File: src/design/ftc_pkg.sv
// Package for the FIFO-replacement tag cache.
// Holds the sizes, field types, sequencer states and the control and status structs.
// It has no dependencies; every other file of the block imports it.
`default_nettype none

package ftc_pkg;

  localparam int SLOTS    = 8;
  localparam int TAG_BITS = 16;
  localparam int FIELD_W  = 16;
  localparam int POS_W    = 3;
  localparam int IDX_W    = (SLOTS > 1) ? $clog2(SLOTS) : 1;
  localparam int CNT_W    = $clog2(SLOTS + 1);

  typedef logic [TAG_BITS-1:0] tag_t;
  typedef logic [FIELD_W-1:0]  field_t;
  typedef logic [POS_W-1:0]    pos_t;
  typedef logic [IDX_W-1:0]    idx_t;
  typedef logic [CNT_W-1:0]    cnt_t;

  typedef enum logic [1:0] {
    ST_IDLE,
    ST_SCAN,
    ST_FINISH
  } seq_state_e;

  typedef struct packed {
    logic load_req;
    logic insert;
  } store_ctrl_t;

  typedef struct packed {
    logic match;
    logic last;
    logic empty;
    logic full;
  } store_status_t;

  function automatic field_t tag_to_field(tag_t t);
    logic [FIELD_W+TAG_BITS-1:0] w;
    w = {{FIELD_W{1'b0}}, t};
    return w[FIELD_W-1:0];
  endfunction

  function automatic tag_t field_to_tag(field_t f);
    logic [FIELD_W+TAG_BITS-1:0] w;
    w = {{TAG_BITS{1'b0}}, f};
    return w[TAG_BITS-1:0];
  endfunction

  function automatic pos_t idx_to_pos(idx_t i);
    logic [POS_W+IDX_W-1:0] w;
    w = {{POS_W{1'b0}}, i};
    return w[POS_W-1:0];
  endfunction

endpackage

`default_nettype wire

File: src/design/ftc_store.sv
// Tag store of the FIFO-replacement tag cache: ordered tag shift line, fill count,
// identifier counter, request registers and the shared tag comparator.
// Depends on ftc_pkg.
`default_nettype none

module ftc_store (
  input  wire                    clk_i,
  input  wire                    rst_ni,
  input  ftc_pkg::store_ctrl_t   ctrl_i,
  input  wire                    op_i,
  input  ftc_pkg::field_t        tag_i,
  input  ftc_pkg::idx_t          idx_i,
  output ftc_pkg::store_status_t status_o,
  output ftc_pkg::tag_t          front_tag_o,
  output ftc_pkg::tag_t          ins_tag_o,
  output ftc_pkg::tag_t          last_tag_o
);
  import ftc_pkg::*;

  tag_t tags_q [SLOTS];
  cnt_t count_q, count_d;
  tag_t id_q, id_d;
  tag_t req_tag_q;
  logic req_push_q;

  assign ins_tag_o   = req_push_q ? id_q : req_tag_q;
  assign front_tag_o = tags_q[0];
  assign last_tag_o  = tags_q[SLOTS-1];

  assign status_o.match = (tags_q[idx_i] == req_tag_q);
  assign status_o.last  = (cnt_t'(idx_i) == (count_q - cnt_t'(1)));
  assign status_o.empty = (count_q == '0);
  assign status_o.full  = (count_q == cnt_t'(SLOTS));

  always_comb begin
    count_d = count_q;
    id_d    = id_q;
    if (ctrl_i.insert) begin
      if (!status_o.full) begin
        count_d = count_q + cnt_t'(1);
      end
      if (req_push_q) begin
        id_d = id_q + tag_t'(1);
      end
    end
  end

  always_ff @(posedge clk_i or negedge rst_ni) begin
    if (!rst_ni) begin
      count_q <= '0;
      id_q    <= '0;
    end else begin
      count_q <= count_d;
      id_q    <= id_d;
    end
  end

  always_ff @(posedge clk_i) begin
    if (ctrl_i.load_req) begin
      req_tag_q  <= field_to_tag(tag_i);
      req_push_q <= op_i;
    end
  end

  always_ff @(posedge clk_i) begin
    if (ctrl_i.insert) begin
      tags_q[0] <= ins_tag_o;
      for (int n = 1; n < SLOTS; n++) begin
        tags_q[n] <= tags_q[n-1];
      end
    end
  end

`ifndef SYNTHESIS
  a_count_range: assert property (@(posedge clk_i) disable iff (!rst_ni)
    count_q <= cnt_t'(SLOTS))
    else $error("fill count exceeds the number of slots");

  a_count_grows: assert property (@(posedge clk_i) disable iff (!rst_ni)
    (ctrl_i.insert && !status_o.full) |=> (count_q == $past(count_q) + cnt_t'(1)))
    else $error("fill count did not grow on an insert into a free slot");

  a_id_advances: assert property (@(posedge clk_i) disable iff (!rst_ni)
    (ctrl_i.insert && req_push_q) |=> (id_q == tag_t'($past(id_q) + tag_t'(1))))
    else $error("identifier did not advance on a push");
`endif

endmodule

`default_nettype wire

File: src/design/ftc_seq.sv
// Sequencer of the FIFO-replacement tag cache: walks the comparator over the
// valid slots one per cycle on a lookup into a non-empty store, then finishes.
// Depends on ftc_pkg.
`default_nettype none

module ftc_seq (
  input  wire                    clk_i,
  input  wire                    rst_ni,
  input  wire                    in_valid_i,
  input  wire                    op_i,
  input  wire                    out_free_i,
  input  ftc_pkg::store_status_t status_i,
  output logic                   in_stall_o,
  output ftc_pkg::store_ctrl_t   ctrl_o,
  output ftc_pkg::idx_t          idx_o,
  output logic                   hit_o,
  output logic                   load_out_o
);
  import ftc_pkg::*;

  seq_state_e state_q, state_d;
  idx_t       idx_q, idx_d;
  logic       hit_q, hit_d;

  always_comb begin
    state_d = state_q;
    idx_d   = idx_q;
    hit_d   = hit_q;
    unique case (state_q)
      ST_IDLE: begin
        if (in_valid_i) begin
          idx_d   = '0;
          hit_d   = 1'b0;
          state_d = (op_i || status_i.empty) ? ST_FINISH : ST_SCAN;
        end
      end
      ST_SCAN: begin
        if (status_i.match) begin
          hit_d   = 1'b1;
          state_d = ST_FINISH;
        end else if (status_i.last) begin
          state_d = ST_FINISH;
        end else begin
          idx_d = idx_q + idx_t'(1);
        end
      end
      ST_FINISH: begin
        if (out_free_i) begin
          state_d = ST_IDLE;
        end
      end
      default: begin
        state_d = ST_IDLE;
      end
    endcase
  end

  always_comb begin
    in_stall_o      = (state_q != ST_IDLE);
    ctrl_o.load_req = (state_q == ST_IDLE) && in_valid_i;
    load_out_o      = (state_q == ST_FINISH) && out_free_i;
    ctrl_o.insert   = load_out_o && !hit_q;
  end

  assign idx_o = idx_q;
  assign hit_o = hit_q;

  always_ff @(posedge clk_i or negedge rst_ni) begin
    if (!rst_ni) begin
      state_q <= ST_IDLE;
      idx_q   <= '0;
      hit_q   <= 1'b0;
    end else begin
      state_q <= state_d;
      idx_q   <= idx_d;
      hit_q   <= hit_d;
    end
  end

`ifndef SYNTHESIS
  a_scan_not_empty: assert property (@(posedge clk_i) disable iff (!rst_ni)
    (state_q == ST_SCAN) |-> !status_i.empty)
    else $error("scan started on an empty store");

  a_accept_starts: assert property (@(posedge clk_i) disable iff (!rst_ni)
    (in_valid_i && !in_stall_o) |=> (state_q != ST_IDLE))
    else $error("accepted transaction did not start the sequencer");

  a_match_finishes: assert property (@(posedge clk_i) disable iff (!rst_ni)
    (state_q == ST_SCAN && status_i.match) |=> (state_q == ST_FINISH && hit_q))
    else $error("a match did not end the scan with a hit");
`endif

endmodule

`default_nettype wire

File: src/design/fifo_replacement_tag_cache.sv
// A push, or a lookup on an empty store, skips the scan and goes straight to the finish state.
// A lookup on a non-empty store compares one slot per cycle on a single comparator and stops
// at the first matching slot or after the last valid slot.
// One transaction at a time; the next is accepted in the cycle after the result is registered.
// Reset clears the fill count, the identifier counter and the control state; tags are not reset.
`default_nettype none

module fifo_replacement_tag_cache (
  input  wire              clk_i,
  input  wire              rst_ni,
  input  wire              in_valid_i,
  output logic             in_stall_o,
  input  wire              op_i,
  input  ftc_pkg::field_t  tag_i,
  output logic             out_valid_o,
  input  wire              out_stall_i,
  output logic             hit_o,
  output ftc_pkg::pos_t    hit_position_o,
  output logic             evict_o,
  output ftc_pkg::field_t  victim_tag_o,
  output ftc_pkg::field_t  front_tag_o
);
  import ftc_pkg::*;

  store_ctrl_t   ctrl;
  store_status_t status;
  idx_t          idx;
  logic          seq_hit;
  logic          load_out;
  logic          out_free;
  tag_t          store_front;
  tag_t          ins_tag;
  tag_t          last_tag;

  logic   out_valid_q, out_valid_d;
  logic   hit_q;
  pos_t   pos_q;
  logic   evict_q;
  field_t victim_q;
  field_t front_q;

  assign out_free = !out_valid_q || !out_stall_i;

  ftc_seq u_seq (
    .clk_i      (clk_i),
    .rst_ni     (rst_ni),
    .in_valid_i (in_valid_i),
    .op_i       (op_i),
    .out_free_i (out_free),
    .status_i   (status),
    .in_stall_o (in_stall_o),
    .ctrl_o     (ctrl),
    .idx_o      (idx),
    .hit_o      (seq_hit),
    .load_out_o (load_out)
  );

  ftc_store u_store (
    .clk_i       (clk_i),
    .rst_ni      (rst_ni),
    .ctrl_i      (ctrl),
    .op_i        (op_i),
    .tag_i       (tag_i),
    .idx_i       (idx),
    .status_o    (status),
    .front_tag_o (store_front),
    .ins_tag_o   (ins_tag),
    .last_tag_o  (last_tag)
  );

  assign out_valid_d = load_out || (out_valid_q && out_stall_i);

  always_ff @(posedge clk_i or negedge rst_ni) begin
    if (!rst_ni) begin
      out_valid_q <= 1'b0;
    end else begin
      out_valid_q <= out_valid_d;
    end
  end

  always_ff @(posedge clk_i) begin
    if (load_out) begin
      hit_q    <= seq_hit;
      pos_q    <= seq_hit ? idx_to_pos(idx) : '0;
      evict_q  <= !seq_hit && status.full;
      victim_q <= (!seq_hit && status.full) ? tag_to_field(last_tag) : '0;
      front_q  <= seq_hit ? tag_to_field(store_front) : tag_to_field(ins_tag);
    end
  end

  assign out_valid_o    = out_valid_q;
  assign hit_o          = hit_q;
  assign hit_position_o = pos_q;
  assign evict_o        = evict_q;
  assign victim_tag_o   = victim_q;
  assign front_tag_o    = front_q;

endmodule

`default_nettype wire
File: config.mk
export PLATFORM = sky130hd
export DESIGN_NAME = fifo_replacement_tag_cache
export DESIGN_NICKNAME = d
export VERILOG_FILES = /design/src/design/ftc_pkg.sv /design/src/design/ftc_store.sv /design/src/design/ftc_seq.sv /design/src/design/fifo_replacement_tag_cache.sv
export SDC_FILE = /design/constraint.sdc
export NUM_CORES = 1
export LEC_CHECK = 0
export BUFFER_PORTS_ARGS = -buffer_cell sky130_fd_sc_hd__buf_4
export CAP_MARGIN = 25
export CORE_ASPECT_RATIO = 0.9
export CORE_MARGIN = 1.5
export CORE_UTILIZATION = 25
export CTS_BUF_LIST = sky130_fd_sc_hd__clkbuf_4 sky130_fd_sc_hd__clkbuf_8
export DETAILED_ROUTE_END_ITERATION = 10
export SYNTH_ARGS = -nofsm -noshare
export SYNTH_HDL_FRONTEND = slang
export SYNTH_HIERARCHICAL = 1
export SYNTH_SLANG_ARGS = --single-unit
File: constraint.sdc
create_clock -name clk_i -period 10.1 [get_ports clk_i]
set_input_delay 2.02 -clock clk_i [delete_from_list [all_inputs] [get_ports clk_i]]
set_output_delay 2.02 -clock clk_i [all_outputs]
set_load 0.03 [all_outputs]
==> metrics.md, run 1 <==
| Metric | Value |
|---|---|
| Number of distinct library cells after synthesis | 46 |
| Critical path startpoint category | input port |
| CTS sink cnt | 209 |
| Yosys reg bits | 209 |
| Syn avg cell area | 18.35 µm² |
| Max Slew Vio Count | 0 |
| Final period util | 41.59% |
| Max Cap Violations | 0 |
| Lkg Pwr | 0.003608 µW |
| Hold WS | 427.2 ps |
| Post-DRT Antenna Nets | 0 |
| Area leader, netlist | edfxtp_1 |
| Max VDD drop | 0.1285 mV |
| Outcome | finished clean |
| Htree depth | 2 |
| CTS buffer count | 37 |
| CTS Hold Bufs | 0 |
| Worst path most repeated cell | buf_4 |
| Cell with the largest stage delay on the worst path | buf_4 |
| Number of global-route vias before repair | 4454 |
| Worst slew pin tran | 936.5 ps |
| Synthesized Nets | 494 |
| Fin. Hold Viols | 0 |
| Cells along the critical path | buf_4, nand2_1, nor3b_4, nor2b_4, buf_4, buf_4, nand2b_1, mux2_2 |
| Hold Crit Class | reg -> reg |
| RePlAce Congestion | 0.7346 |
| DRC | 0 |
| Drt wl/cell | 16.67 µm |
| Full die area | 35470 µm² |
| Finished Layout Cells | 1040 |
| Crit Path Max Fanout | 67 |
| Synthesized area | 8587 µm² |
| Seq/Total Area, Yosys | 71.51% |
| Most used DFF post-synth | edfxtp_1 |
| Worst hold path depth | 0 |
| Die Wd | 198.4 µm |
| # diodes | 0 |
| YS warnings | 6 |
| RSZ-0062 raised after global routing | false |
| Routed via count | 4332 |
| Clk slew on worst S/H paths | 60 ps |
| Final worst slack | 5900 ps |
| Pwr/cell area | 287.3 nW/µm² |
| Finish-stage setup viols | 0 |
| PostCTS Resize Cnt | 0 |
| TritonCTS clock tree | yes |
| Top-Level Pins | 60 |
| Share of flip-flops with an asynchronous set or reset | 12.92% |
| All-layer global routing usage | 9.874% |
| Routed vias/inst | 4.165 |
| Synth Instances | 468 |
| Tot Pwr | 2947 µW |
| Pin count of the biggest net entering global routing | 68 |
| Global-route wire length before repair | 26410 µm |
| Tmin final | 4200 ps |
| Die H | 178.8 µm |
| Num rows | 64 |
| Critical path type | in -> reg |
| Placement Setup Slack | 5332 ps |
| CP arrival | 4600 ps |
| Initial antenna violation count | 0 |
| Grt ovf | 0 |
| Core Box Area | 33870 µm² |
| Clock Latency Late Sink | 520 ps |
| Nets | 578 |
| Share of the synthesized area in the top cell type | 63.65% |
| Crit end category | flip-flop |
| Hpwl dp | 11130 µm |
| Setup TNS | 0 ps |
| Starting Density | 25.35% |
| Drt pass-1 iters | 5 |
| P&R area growth vs syn | 19.44% |
| Max incr delay on CP | 770 ps |
| CTS max path bufs | 3 |
| Setup Skew | 15.55 ps |
| Post-CTS setup buffer count | 0 |
| Max Fclk | 238.1 MHz |
| Drt total wl | 17330 µm |
| 1st-iter DRT viols | 243 |
| Number of flops mapped to enable cells by yosys | 182 |
| Slew margin rel. | 37.57% |
| # port buffers | 59 |
| Placed cell count | 975 |
| Share of layout cells above drive strength 1 | 34.95% |
| CP Data Required Time | 10500 ps |
| Clock root buffer | clkbuf_8 |
| Top post-synthesis cells by area | edfxtp_1, dfrtp_1, mux2_2, mux4_2, mux2i_1 |
| Worst reg-to-reg path cell count | 10 |
[logic make-up after synthesis]
logic type / count (synthesis) / synth area share (%)
AOI/OAI and AO/OA: 30 / 2.623
xor gates and xnor gates: 37 / 3.774
adders and majority gates: 5 / 0.7285
buffers and inverters: 24 / 2.040
DFF: 209 / 71.51
muxes: 90 / 13.99
and+or+nand+nor: 73 / 5.333
[power by group]
| group | internal (µW) | switching (µW) |
|---|---|---|
| registers | 1280 | 156 |
| clock network | 452 | 327 |
| logic | 309 | 420 |
| total | 2040 | 903 |
[sequential cells by signal, summed over array words and instances (netlist names)]
name,cells
evict_o,1
u_seq/hit_o,1
out_valid_o,1
u_store/tags_q,128
hit_o,1
u_store/req_push_q,1
victim_tag_o,16
u_store/id_q,16
u_store/count_q,4
u_store/req_tag_q,16
u_seq/state_q,2
u_seq/idx_o,3
hit_position_o,3
front_tag_o,16
[routing by layer]
metal	GRT usage (%)	part of all wire (%)	up-vias
met5	0	0	-
li1	-	-	2002
met2	13.92	42	138
met1	13.70	46	2160
met4	3.531	2.1	0
met3	3.762	9.6	32
[worst max-delay path, delay by kind of cell]
kind | cells | cell delay [ps]
buf+inv | 3 | 1560
simple gates | 4 | 690
mux | 1 | 310
[cell usage in the layout, fill, tap and decap left out, types with 3 or more instances in the layout]
cell type / instances
xor2_1: 13
and3b_1: 17
inv_1: 5
nor2_1: 9
mux2_4: 10
mux2i_1: 24
clkbuf_4: 17
clkbuf_8: 40
nand2b_1: 4
ha_1: 5
dfrtp_1: 25
mux2_2: 40
mux4_2: 16
nand2_1: 11
buf_4: 64
nand3_1: 5
nor2b_1: 3
clkinv_2: 3
nand4_1: 8
a221oi_1: 7
edfxtp_1: 182
xnor2_1: 24
and2_1: 4
o22ai_1: 7
[cell usage after synthesis, types with 2 or more instances]
cell      count
a211oi_1      2
a21oi_1       2
a221oi_1      7
and2_1        4
and3_1        2
and3b_1      17
buf_1         2
buf_12        2
buf_2         6
buf_4         2
buf_6         5
clkbuf_1      2
dfrtp_1      27
edfxtp_1    182
ha_1          5
inv_1         5
mux2_2       40
mux2_4       10
mux2i_1      24
mux4_2       16
nand2_1      11
nand2b_1      4
nand3_1       5
nand4_1       8
nor2_1        9
nor2b_1       4
nor3_1        2
nor3b_1       2
o211ai_1      2
o22ai_1       7
o31ai_1       2
xnor2_1      24
xor2_1       13
[final cells by class]
cell class | instances | area [µm²]
Clock buffer | 57 | 678.2
Tap cell | 462 | 578.1
Timing Repair Buffer | 64 | 480.5
Multi-Input combinational cell | 235 | 2290
Clock inverter | 8 | 67.56
Inverter | 5 | 18.77
Sequential cell | 209 | 6143
Fill cell | 3307 | 23620
[stage by stage]
step | instance area [µm²] | util (%)
CTS | 10260 | 30.28
global placement | 9510 | 28.08
detailed placement | 9510 | 28.08
global route | 10260 | 30.28
finish | 10260 | 30.28
floorplan | 8594 | -
[final timing paths]
kind                                      start                    to  slack (ps)
setup reg to reg                 u_seq/idx_o[0]        u_seq/idx_o[2]        6510
max in group asynchronous                rst_ni        u_seq/idx_o[0]        8390
hold / removal             u_store/tags_q[2][2]  u_store/tags_q[3][2]         430
setup / recovery                    out_stall_i    u_store/count_q[1]        5900
min in group asynchronous                rst_ni           out_valid_o        1420
hold reg to reg            u_store/tags_q[2][2]  u_store/tags_q[3][2]         430
Note: power is estimated with default switching activity, not from simulation.
==> inputs of run 2 (changes only) <==
Settings changed: ABC_AREA set to 1.
Clock period 10.1 ns to 3.4 ns, I/O delays scaled along.
==> run 2 against run 1 <==
  * Global-route usage grew 0.80 points
  * Register-to-register slack lost 5600 ps
  * Clock skew grew 3.9 ps
  * First-iteration DRC count grew 100%
  * Final cell count grew 40%
  * Setup slack lost 5000 ps
  * Highest routed layer unchanged
  * Hold slack lost 360 ps
  * Sequential share of layout area shrank 3.3 points
==> metrics.md, run 2 <==
| Metric | Value |
|---|---|
| Outcome | finished clean (unchanged) |
| Routed via count | 5985 (was 4332) |
| Synth Area in Adders | 0.6800% (was 0.7285%) |
| Max Fclk | 396.8 MHz |
| Crit Path Max Fanout | 63 (was 67) |
| Synth Instances | 883 (was 468) |
| Hpwl dp | 12590 µm (was 11130 µm) |
| Full die area | 37960 µm² (was 35470 µm²) |
| Seq/Total Area, Yosys | 66.75% (was 71.51%) |
| Cells along the critical path | inv_4, nand2_1, nand3_1, nand3_1, nand2_1, nand2_1, nand2_1, nand2_1, nor2_1, nand2_1, nor2_1, nor2_1, nand2_4, nand2_4, nand2_1, nand2_1 (was buf_4, nand2_1, nor3b_4, nor2b_4, buf_4, buf_4, nand2b_1, mux2_2) |
| Drt total wl | 19810 µm (was 17330 µm) |
| Drt wl/cell | 13.59 µm (was 16.67 µm) |
| Crit-path leading delay family | simple AND/OR/NAND/NOR gates (was buffers and inverters) |
| Drt pass-1 iters | 5 (unchanged) |
| DRC | 0 (unchanged) |
| Lkg Pwr | 0.004498 µW (was 0.003608 µW) |
| Pin count of the biggest net entering global routing | 132 (was 68) |
| CP Data Required Time | 3810 ps (was 10500 ps) |
| Grt ovf | 0 (unchanged) |
| Clock root buffer | clkbuf_8 (unchanged) |
| YS warnings | 6 (unchanged) |
| Top post-synthesis cells by area | edfxtp_1, nand2_1, dfrtp_1, nand3_1, inv_1 (was edfxtp_1, dfrtp_1, mux2_2, mux4_2, mux2i_1) |
| Share of the synthesized area in the top cell type | 59.40% (was 63.65%) |
| TritonCTS clock tree | yes (unchanged) |
| Num rows | 66 (was 64) |
| Worst path most repeated cell | nand2_1 (was buf_4) |
| Die Wd | 205.2 µm (was 198.4 µm) |
| Most frequent cells after synthesis | nand2_1, edfxtp_1, inv_1, nand3_1, nor2_1 (was edfxtp_1, mux2_2, dfrtp_1, mux2i_1, xnor2_1) |
| Max Cap Violations | 0 (unchanged) |
| All-layer global routing usage | 10.67% (was 9.874%) |
| Commonest cells after routing, fill and taps aside | nand2_1, edfxtp_1, inv_1 (was edfxtp_1, buf_4, mux2_2, clkbuf_8, dfrtp_1) |
| 1st-iter DRT viols | 486 (was 243) |
| Nets | 981 (was 578) |
| Multi-input logic area | 2466 µm² (was 2290 µm²) |
| Top-Level Pins | 60 (unchanged) |
| Htree depth | 2 (unchanged) |
| Die H | 185.0 µm (was 178.8 µm) |
| Core Box Area | 36170 µm² (was 33870 µm²) |
| RSZ-0062 raised after global routing | false (unchanged) |
| Setup Skew | 19.46 ps (was 15.55 ps) |
| Cell with the largest stage delay on the worst path | inv_4 (was buf_4) |
| Setup TNS | 0 ps (unchanged) |
| Post-route cell area | 10860 µm² (was 10260 µm²) |
| Critical path startpoint category | flip-flop (was input port) |
| CTS max path bufs | 3 (unchanged) |
| Synthesized area | 9200 µm² (was 8587 µm²) |
| Pwr/cell area | 458.9 nW/µm² (was 287.3 nW/µm²) |
| Buf/Inv on CP | 1 (was 3) |
| PostCTS Resize Cnt | 0 (unchanged) |
| CTS sink cnt | 209 (unchanged) |
| Syn avg cell area | 10.42 µm² (was 18.35 µm²) |
| Number of flops mapped to enable cells by yosys | 182 (unchanged) |
| Max reg flops | 128 (unchanged) |
| # diodes | 0 (unchanged) |
| CTS Hold Bufs | 0 (unchanged) |
| Starting Density | 25.44% (was 25.35%) |
| Most used DFF post-synth | edfxtp_1 (unchanged) |
| Post-CTS setup buffer count | 0 (unchanged) |
| Top-count cell post-synth | nand2_1 (was edfxtp_1) |
| Yosys reg bits | 209 (unchanged) |
| Placed cell count | 1394 (was 975) |
| Hold Crit Class | in -> async (was reg -> reg) |
| Finish-stage setup viols | 0 (unchanged) |
| Sequential Area | 6142 µm² (was 6143 µm²) |
| Clock Latency Late Sink | 530 ps (was 520 ps) |
| Fin. Hold Viols | 0 (unchanged) |
| Share of flip-flops with an asynchronous set or reset | 12.92% (unchanged) |
| Max incr delay on CP | 500 ps (was 770 ps) |
| Critical path type | reg -> reg (was in -> reg) |
| Utilization after layout | 30.02% (was 30.28%) |
| Number of global-route vias before repair | 5880 (was 4454) |
| Max VDD drop | 0.1723 mV (was 0.1285 mV) |
| Final period util | 74.12% |
| Tmin final | 2520 ps |
| XOR/XNOR Fraction of Synth Area | 1.618% (was 3.774%) |
| Routed vias/inst | 4.108 (was 4.165) |
| Reg with most FFs | u_store/tags_q (unchanged) |
| Placed cell areas | 10180 µm² (was 9510 µm²) |
| # port buffers | 59 (unchanged) |
| Most common cell after layout, fill and taps aside | nand2_1 (was edfxtp_1) |
| Clk slew on worst S/H paths | 70 ps (was 60 ps) |
| Crit end category | flip-flop (unchanged) |
| Synthesized Nets | 909 (was 494) |
| CP arrival | 2930 ps (was 4600 ps) |
| Compound-gate portion of the synthesized area | 1.822% (was 2.623%) |
| Combinational family with the most area after synthesis | simple AND/OR/NAND/NOR gates (was multiplexers) |
| Area leader, netlist | edfxtp_1 (unchanged) |
| Initial antenna violation count | 0 (unchanged) |
| Share of layout cells above drive strength 1 | 16.21% (was 34.95%) |
| Number of fill cells in the layout | 3755 (was 3307) |
| CTS buffer count | 35 (was 37) |
| Mux cell area share after synthesis | 0% (was 13.99%) |
| Global-route wire length before repair | 31780 µm (was 26410 µm) |
| Post-DRT Antenna Nets | 0 (unchanged) |
| Finished Layout Cells | 1457 (was 1040) |
| P&R area growth vs syn | 18.02% (was 19.44%) |
| Worst slew pin tran | 967.2 ps (was 936.5 ps) |
| Number of distinct library cells after synthesis | 34 (was 46) |
| Synth Area in Simple Gates | 22.09% (was 5.333%) |
| Slew margin rel. | 35.52% (was 37.57%) |
| RePlAce Congestion | 0.7566 (was 0.7346) |
| Max Slew Vio Count | 0 (unchanged) |
run 2: changes by cell type after synthesis, sizes merged, moves of 17 or more:
cell	before	now
and3b	17	0
inv	5	116
mux2	50	0
mux2i	24	0
nand2	11	304
nand3	5	94
nor2	9	60
o21ai	2	28
run 2: path summary, 6_finish.rpt:
kind / start / to / slack [ps] / cells past startpoint
max: u_seq/idx_o[0] / u_seq/idx_o[1] / 880 / 16
min reg2reg: u_store/tags_q[1][10] / u_store/tags_q[2][10] / 440 / 0
max in group asynchronous: rst_ni / u_seq/idx_o[0] / 3030 / 1
min: rst_ni / out_valid_o / 60 / 1
min in group clk_i: tag_i[14] / u_store/req_tag_q[14] / 330 / 1
max reg2reg: u_seq/idx_o[0] / u_seq/idx_o[1] / 880 / 16
run 2: kinds of logic after synthesis:
family / Yosys count
buf+inv: 149
fa+ha+maj: 5
simple gates: 471
flops: 209
compound gates: 32
xor+xnor: 17
run 2: worst register-to-register path, stage by stage (launching register included):
cell,delay [ps]
dfrtp_2,430
inv_4,500
nand2_1,160
nand3_1,110
nand3_1,110
nand2_1,80
nand2_1,50
nand2_1,50
nand2_1,50
nor2_1,130
nand2_1,120
nor2_1,230
nor2_1,110
nand2_4,130
nand2_4,50
nand2_1,50
nand2_1,40
run 2: metrics by stage:
step	power, µW	hold slack (ps)	worst slack, ps
3_5_place_dp	2836	432.6	902.0
2_1_floorplan	2809	384.4	-3101
5_1_grt	5172	72.99	566.2
3_3_place_gp	2835	423.1	962.6
4_1_cts	5054	56.60	900.7
6_report	4982	62.78	879.8
run 2: final cells by class:
type / instances / share of cell area (%)
sequential: 209 / 56.57
timing repair buffer: 67 / 4.863
clock buffer: 50 / 5.474
clock inverter: 13 / 0.8066
multi-input combinational: 525 / 22.71
inverter: 117 / 4.091
tap: 476 / 5.485
run 2: power by group:
group / internal [µW] / switching (µW) / total, µW
Combinational: 14.7 / 11.5 / 26.2
Sequential: 2760 / 0.0000000000000977 / 2760
Clock: 1200 / 997 / 2200
run 2: routing by layer:
layer | part of all wire (%) | global-route usage [%]
met1 | 47 | 14.75
met2 | 44 | 16.31
met3 | 5.5 | 2.129
met4 | 2.9 | 4.350
met5 | 0 | 0
